--- config.mk ---
export PLATFORM = sky130hd
export DESIGN_NAME = sorted_sample_trimmer
export DESIGN_NICKNAME = d
export VERILOG_FILES = /design/src/hw/rtl/sst_pkg.sv /design/src/hw/rtl/sst_cell.sv /design/src/hw/rtl/sorted_sample_trimmer.sv
export SDC_FILE = /design/constraint.sdc
export NUM_CORES = 2
export LEC_CHECK = 0
export BUFFER_PORTS_ARGS = -buffer_cell sky130_fd_sc_hd__clkbuf_2
export CAP_MARGIN = 10
export CORE_MARGIN = 2
export CORE_UTILIZATION = 55
export CTS_BUF_LIST = sky130_fd_sc_hd__clkbuf_4 sky130_fd_sc_hd__clkbuf_8
export DETAILED_ROUTE_END_ITERATION = 8
export HOLD_SLACK_MARGIN = 0.06
export PLACE_DENSITY_LB_ADDON = 0.08
export SYNTH_ARGS = -nofsm -noshare
export SYNTH_HDL_FRONTEND = slang
export SYNTH_SLANG_ARGS = --single-unit
--- constraint.sdc ---
create_clock -name clk -period 4.5 [get_ports clk]
set_input_delay 0.225 -clock clk [delete_from_list [all_inputs] [get_ports clk]]
set_output_delay 0.225 -clock clk [all_outputs]
set_load 0.1 [all_outputs]
--- src/hw/rtl/sst_pkg.sv ---
`default_nettype none
package sst_pkg;

  // Sample width is fixed by the payload fields.
  localparam int SAMPLE_BITS   = 16;
  localparam int SET_DEPTH_DEF = 32;
  localparam int TRIM_BITS     = 4;
  localparam int STATUS_BITS   = 2;
  localparam int APB_DATA_W    = 32;
  localparam int APB_ADDR_W    = 3;

  localparam logic [STATUS_BITS-1:0] STATUS_OK  = 2'd0;
  localparam logic [STATUS_BITS-1:0] STATUS_FEW = 2'd1;
  localparam logic [STATUS_BITS-1:0] STATUS_OVF = 2'd2;

  // Register index, taken from the word address.
  localparam logic REG_TRIM_COUNT = 1'b0;

  typedef logic signed [SAMPLE_BITS-1:0] sample_t;

  typedef struct packed {
    sample_t sample_value;
    logic    last_sample;
  } sst_in_t;

  typedef struct packed {
    sample_t                kept_value;
    logic                   last_result;
    logic [STATUS_BITS-1:0] status;
  } sst_out_t;

  typedef struct packed {
    logic insert;
    logic shift;
  } sst_cell_ctrl_t;

endpackage
`default_nettype wire

--- src/hw/rtl/sst_cell.sv ---
`default_nettype none
module sst_cell (
  input  logic                   clk,
  input  sst_pkg::sst_cell_ctrl_t ctrl,
  input  sst_pkg::sample_t       sample,
  input  logic                   occ,
  input  logic                   left_occ,
  input  logic                   left_gt,
  input  sst_pkg::sample_t       left_val,
  input  sst_pkg::sample_t       right_val,
  output sst_pkg::sample_t       val,
  output logic                   gt
);
  import sst_pkg::*;

  sample_t val_r;
  sample_t val_nxt;
  logic    take;

  assign gt  = occ && (val_r > sample);
  // A cell moves on insertion if its value is larger than the new sample
  // or if it is the first free cell of the row.
  assign take = gt || (!occ && left_occ);
  assign val  = val_r;

  always_comb begin
    val_nxt = val_r;
    if (ctrl.shift) begin
      val_nxt = right_val;
    end else if (ctrl.insert && take) begin
      val_nxt = left_gt ? left_val : sample;
    end
  end

  always_ff @(posedge clk) begin
    val_r <= val_nxt;
  end

endmodule
`default_nettype wire

--- src/hw/rtl/sorted_sample_trimmer.sv ---
`default_nettype none
// Sorted sample trimmer. Samples arrive one per transfer and are inserted in
// ascending order into a row of SET_DEPTH compare-and-shift cells; a sample
// equal to stored ones goes after them. Each sample is placed by a single
// insertion step of the cell row, so another can follow at once while a set
// is collected. The sample marked last closes the set: the row then shifts
// toward cell 0 once per cycle while the output is not held off, dropping
// the first trim_count values and sending out the next count - 2*trim_count.
// An overflowed set, or one with no more than twice trim_count samples,
// gives a single error result. No sample is taken while a set drains.
// Samples beyond SET_DEPTH are dropped and flag the set as overflowed.
// trim_count sits at address 0 of the APB port.
module sorted_sample_trimmer #(
  parameter int SET_DEPTH = sst_pkg::SET_DEPTH_DEF
) (
  input  logic                               clk,
  input  logic                               rst_n,
  input  logic                               in_valid,
  output logic                               in_ready,
  input  sst_pkg::sst_in_t                   in_data,
  output logic                               out_valid,
  input  logic                               out_ready,
  output sst_pkg::sst_out_t                  out_data,
  input  logic                               psel,
  input  logic                               penable,
  input  logic                               pwrite,
  input  logic [sst_pkg::APB_ADDR_W-1:0]     paddr,
  input  logic [sst_pkg::APB_DATA_W-1:0]     pwdata,
  output logic [sst_pkg::APB_DATA_W-1:0]     prdata,
  output logic                               pready
);
  import sst_pkg::*;

  localparam int CNT_W = $clog2(SET_DEPTH + 1);
  localparam int CMP_W = ((CNT_W > TRIM_BITS + 1) ? CNT_W : TRIM_BITS + 1) + 1;
  localparam logic ST_COLLECT = 1'b0;
  localparam logic ST_DRAIN   = 1'b1;

  logic                   state_r, state_nxt;
  logic [CNT_W-1:0]       count_r, count_nxt;
  logic [CNT_W-1:0]       idx_r, idx_nxt;
  logic                   ovf_r, ovf_nxt;
  logic [STATUS_BITS-1:0] err_r, err_nxt;
  logic [TRIM_BITS-1:0]   trim_r;
  logic                   out_valid_r, out_valid_nxt;
  sst_out_t               out_data_r, out_data_nxt;

  sst_cell_ctrl_t         ctrl;
  sample_t                vals [SET_DEPTH];
  logic [SET_DEPTH-1:0]   gts;
  logic [SET_DEPTH-1:0]   occs;

  logic                   accept;
  logic                   full;
  logic                   slot_free;
  logic [CNT_W-1:0]       count_ins;
  logic [CMP_W-1:0]       trim_w;
  logic [CMP_W-1:0]       hi_w;
  logic                   idx_last;
  logic                   cfg_wr;

  // Configuration port.
  assign pready = 1'b1;
  assign cfg_wr = psel && penable && pwrite;
  assign prdata = (paddr[APB_ADDR_W-1] == REG_TRIM_COUNT) ?
                  {{(APB_DATA_W-TRIM_BITS){1'b0}}, trim_r} : '0;

  always_ff @(posedge clk) begin
    if (!rst_n) begin
      trim_r <= '0;
    end else if (cfg_wr && (paddr[APB_ADDR_W-1] == REG_TRIM_COUNT)) begin
      trim_r <= pwdata[TRIM_BITS-1:0];
    end
  end

  // Cell row.
  for (genvar i = 0; i < SET_DEPTH; i++) begin : g_cell
    assign occs[i] = CNT_W'(i) < count_r;
    sst_cell u_cell (
      .clk       (clk),
      .ctrl      (ctrl),
      .sample    (in_data.sample_value),
      .occ       (occs[i]),
      .left_occ  ((i == 0) ? 1'b1 : occs[(i == 0) ? 0 : i-1]),
      .left_gt   ((i == 0) ? 1'b0 : gts[(i == 0) ? 0 : i-1]),
      .left_val  (vals[(i == 0) ? 0 : i-1]),
      .right_val (vals[(i == SET_DEPTH-1) ? i : i+1]),
      .val       (vals[i]),
      .gt        (gts[i])
    );
  end

  assign in_ready  = (state_r == ST_COLLECT);
  assign accept    = in_valid && in_ready;
  assign full      = (count_r == CNT_W'(SET_DEPTH));
  assign slot_free = !out_valid_r || out_ready;
  assign count_ins = count_r + CNT_W'(accept && !full);
  assign trim_w    = CMP_W'(trim_r);
  assign hi_w      = CMP_W'(count_r) - trim_w;
  assign idx_last  = (CMP_W'(idx_r) == hi_w - CMP_W'(1));

  always_comb begin
    state_nxt     = state_r;
    count_nxt     = count_r;
    idx_nxt       = idx_r;
    ovf_nxt       = ovf_r;
    err_nxt       = err_r;
    out_valid_nxt = out_valid_r && !out_ready;
    out_data_nxt  = out_data_r;
    ctrl.insert   = accept && !full;
    ctrl.shift    = 1'b0;

    case (state_r)
      ST_COLLECT: begin
        if (accept) begin
          count_nxt = count_ins;
          ovf_nxt   = ovf_r || full;
          if (in_data.last_sample) begin
            state_nxt = ST_DRAIN;
            idx_nxt   = '0;
            if (ovf_r || full) begin
              err_nxt = STATUS_OVF;
            end else if (CMP_W'(count_ins) <= (trim_w << 1)) begin
              err_nxt = STATUS_FEW;
            end else begin
              err_nxt = STATUS_OK;
            end
          end
        end
      end
      ST_DRAIN: begin
        if (slot_free) begin
          if (err_r != STATUS_OK) begin
            out_valid_nxt            = 1'b1;
            out_data_nxt.kept_value  = '0;
            out_data_nxt.last_result = 1'b1;
            out_data_nxt.status      = err_r;
            count_nxt                = '0;
            ovf_nxt                  = 1'b0;
            state_nxt                = ST_COLLECT;
          end else begin
            ctrl.shift = 1'b1;
            idx_nxt    = idx_r + CNT_W'(1);
            // The first trim_count values leave the row without a transfer.
            if (CMP_W'(idx_r) >= trim_w) begin
              out_valid_nxt            = 1'b1;
              out_data_nxt.kept_value  = vals[0];
              out_data_nxt.last_result = idx_last;
              out_data_nxt.status      = STATUS_OK;
            end
            if (idx_last) begin
              count_nxt = '0;
              ovf_nxt   = 1'b0;
              state_nxt = ST_COLLECT;
            end
          end
        end
      end
      default: begin
        state_nxt = ST_COLLECT;
      end
    endcase
  end

  always_ff @(posedge clk) begin
    if (!rst_n) begin
      state_r     <= ST_COLLECT;
      count_r     <= '0;
      idx_r       <= '0;
      ovf_r       <= 1'b0;
      err_r       <= STATUS_OK;
      out_valid_r <= 1'b0;
    end else begin
      state_r     <= state_nxt;
      count_r     <= count_nxt;
      idx_r       <= idx_nxt;
      ovf_r       <= ovf_nxt;
      err_r       <= err_nxt;
      out_valid_r <= out_valid_nxt;
    end
  end

  always_ff @(posedge clk) begin
    out_data_r <= out_data_nxt;
  end

  assign out_valid = out_valid_r;
  assign out_data  = out_data_r;

  a_count_bound: assert property (@(posedge clk) disable iff (!rst_n)
    count_r <= CNT_W'(SET_DEPTH))
    else $error("stored count exceeds the row depth");

  a_err_is_last: assert property (@(posedge clk) disable iff (!rst_n)
    out_valid && (out_data.status != STATUS_OK) |-> out_data.last_result)
    else $error("error result not marked final");

  a_close_stalls: assert property (@(posedge clk) disable iff (!rst_n)
    in_valid && in_ready && in_data.last_sample |=> !in_ready)
    else $error("sample taken right after the set closed");

  a_no_shift_insert: assert property (@(posedge clk) disable iff (!rst_n)
    !(ctrl.shift && ctrl.insert))
    else $error("cell row told to insert and shift at once");

endmodule
`default_nettype wire

==> impl_metrics.env <==
export IMPL_run_status="finished, final reports clean"
export IMPL_hold_violations=0
export IMPL_pin_count=113
export IMPL_cp_common_cell="ha_1"
export IMPL_cts_buffers=101
export IMPL_syn2layout_area_growth_pct=8.86
export IMPL_detail_route_antenna_nets=0
export IMPL_min_to="g_cell[31].u_cell.val[5]$_DFFE_PP_"
export IMPL_r2r_slack_ps=770
export IMPL_grt_pass1_vias=33000
export IMPL_clk_pin_slew_ps=60
export IMPL_post_route_drc_count=0
export IMPL_leakage_nw=17.3
export IMPL_clock_skew_ps=44.9
export IMPL_yosysTopAreaCellShare_pct=39.5
export IMPL_setup_tns_ps=0
export IMPL_ys_warn_count=0
export IMPL_routedWlPerCell_um=25.6
export IMPL_r2r_start="count_r[1]$_SDFFE_PN0P_"
export IMPL_path_max_fanout=17
export IMPL_io_buffer_count=53
export IMPL_rsz0062_at_grt="no"
export IMPL_cts_tree="built"
export IMPL_hp_start="in_data[6]"
export IMPL_final_layout_size_suffix_gt1_share_pct=10.5
export IMPL_rr_endpoint="err_r[0]$_SDFFE_PN0P_"
export IMPL_vias=34200
export IMPL_antenna_found_initial=4
export IMPL_cp_arrival_ps=4410
export IMPL_crit_family="simple AND/OR/NAND/NOR gates"
export IMPL_synth_most_common_cell="edfxtp_1"
export IMPL_synth_area_leaders="edfxtp_1, ha_1, mux2i_1"
export IMPL_avgSynthCellArea_um2=9.85
export IMPL_placedInstanceArea_um2=42000
export IMPL_design_area_um2=44000
export IMPL_grt_max_degree=129
export IMPL_fmax_mhz=268
export IMPL_period_share_pct=83.0
export IMPL_hold_slack_ps=142
export IMPL_cp_cell_sequence="buf_4 > or4_1 > nor2_1 > nand2_1 > nand2_2 > inv_1 > ha_1 > ha_1 > xor2_1 > ha_1 > nor2b_1 > o21ai_0 > nand2b_1 > a21oi_1 > a21oi_1 > o41ai_1 > and2_1"
export IMPL_dp_hpwl_um=95900
export IMPL_worstPathRequired_ps=5180
export IMPL_initial_core_util_pct=55.5
export IMPL_dp_cells=5000
export IMPL_initialDrtViolationCount=3969
export IMPL_synth_edf_count=531
export IMPL_rows=99
export IMPL_slew_headroom_pct=20.5
export IMPL_gr_usage_all_layers_pct=35.0
export IMPL_firstDrtPassIters=6
export IMPL_ys_ff_latch=552
export IMPL_coreArea_um2=72800
export IMPL_slew_viol_final=0
export IMPL_startpoint="count_r[1]$_SDFFE_PN0P_"
export IMPL_fillers=6318
export IMPL_insertion_delay_ps=740
export IMPL_gp_congestion=0.926
export IMPL_cts_sinks=552
export IMPL_ys_flop_type="edfxtp_1"
export IMPL_cts_root_buf="clkbuf_8"
export IMPL_ir_drop_uv=293
export IMPL_ys_seq_area_share_pct=40.5
export IMPL_dieArea_um2=75600
export IMPL_tightest_slew_ps=1190
export IMPL_synth_cell_types=89
export IMPL_critical_path_class="reg -> reg"
export IMPL_routed_wl_um=133000
export IMPL_cp_start_kind="flop"
export IMPL_netlist_instances=4101
export IMPL_finalPower_w=0.0139
export IMPL_synth_area_um2=40400
export IMPL_clockBufferDepth=3
export IMPL_regArea_um2=16400
export IMPL_slowest_delay_ps=670
export IMPL_routed_via_density=6.59
export IMPL_crit_slowest_cell="or4_1"
export IMPL_multi_input_area_um2=22500
export IMPL_dieWidth_um=275
export IMPL_period_minus_slack_ps=3730
export IMPL_r2r_cells=17
export IMPL_maxCapViolCount=0
export IMPL_fin_cells=5194
export IMPL_grt_first_pass_wirelength_um=202000
export IMPL_nets=4749
export IMPL_p_per_area_nw_per_um2=315
export IMPL_synth_top_cell_by_area="edfxtp_1"
export IMPL_async_flop_share_pct=0
export IMPL_hold_class="in -> reg"
export IMPL_synth_common_cells="edfxtp_1, ha_1, nand2_1, a21oi_1, nand3_1"
export IMPL_htreeDepth=3
export IMPL_setup_violations=0
export IMPL_min_path_cells=4
export IMPL_cp_buffers_inverters=2
export IMPL_grt_ovfl_total=0
export IMPL_crit_path_end_kind="flop"
export IMPL_die_height_um=275
## power breakdown
| group | leakage (nW) | total, W | switching (W) | internal (W) |
|---|---|---|---|---|
| clock | 0.986 | 0.00464 | 0.00228 | 0.00237 |
| combinational | 11.3 | 0.00284 | 0.00190 | 0.000941 |
| sequential | 5.06 | 0.00638 | 0.000282 | 0.00610 |
| total | 17.3 | 0.0139 | 0.00446 | 0.00941 |
## layout make-up
type                       count  share of cell area, %
timing repair buffer         227                   4.07
inverter                      73                  0.623
clock buffer                 135                   3.76
clock inverter                40                  0.421
antenna                        1                0.00569
sequential                   552                   37.2
multi-input combinational   3207                   51.2
tap                          959                   2.73
## through the flow
step	utilization (%)	setup WS, ps
4_1_cts	60.4	800
5_1_grt	60.4	477
2_1_floorplan	-	1.38
3_5_place_dp	57.6	747
3_3_place_gp	57.6	786
6_report	60.4	767
## worst register-to-register path, stage by stage, from the launching register on
cell and delay (ps):
dfxtp_1 300, buf_4 210, or4_1 670, nor2_1 250
nand2_1 150, nand2_2 90, inv_1 160, ha_1 280
ha_1 230, xor2_1 150, ha_1 280, nor2b_1 120
o21ai_0 140, nand2b_1 80, a21oi_1 140, a21oi_1 50
o41ai_1 220, and2_1 160
## worst max path at each step
stage,end,slack [ps],cells past startpoint
CTS,err_r[0]$_SDFFE_PN0P_,800,17
finish,err_r[0]$_SDFFE_PN0P_,770,17
floorplan,g_cell[11].u_cell.val[0]$_DFFE_PP_,1,12
global placement,g_cell[31].u_cell.val[0]$_DFFE_PP_,790,11
detailed placement,g_cell[31].u_cell.val[0]$_DFFE_PP_,750,11
global route,err_r[0]$_SDFFE_PN0P_,480,17
## kinds of logic after synthesis
kind of cell	share of synthesized area (%)
muxes	5.42
buffers and inverters	4.41
DFF	40.5
and+or+nand+nor	15.8
xor gates and xnor gates	0.452
adders and majority gates	16.4
other	0.0186
AOI/OAI and AO/OA	17.0
## repair_timing
item / 4_1_cts / 5_1_grt
gates resized for setup: 0 / 0
buffers inserted: 0 / 0
hold endpoints to repair: 21 / 0
hold buffers: 18 / 0
## routing by layer
metal	share of wire [%]	vias to the layer above	global-route usage, %
li1	-	15800	-
met1	42	16400	49.2
met2	44	1688	53.8
met3	10	317	6.78
met4	4.1	4	12.9
met5	0.020	-	0
## flip-flops by register name, summed over array words and instances (netlist names)
signal and flops:
count_r 6, err_r 2, out_valid 1, out_data 19
trim_r 4, ovf_r 1, state_r 1, g_cell.u_cell.val 512
idx_r 6
## cell usage in the layout, fill, tap and decap left out, types with 56 or more instances in the layout
cell,count
mux2i_1,197
ha_1,527
a21oi_1,334
nand3_1,302
nand2_1,483
o21ai_1,69
o211ai_1,260
edfxtp_1,531
nand4_1,116
a21o_1,56
nor2_1,202
o21ai_0,148
clkbuf_8,102
inv_1,58
buf_4,142
Power figures use the tool's default switching activity.
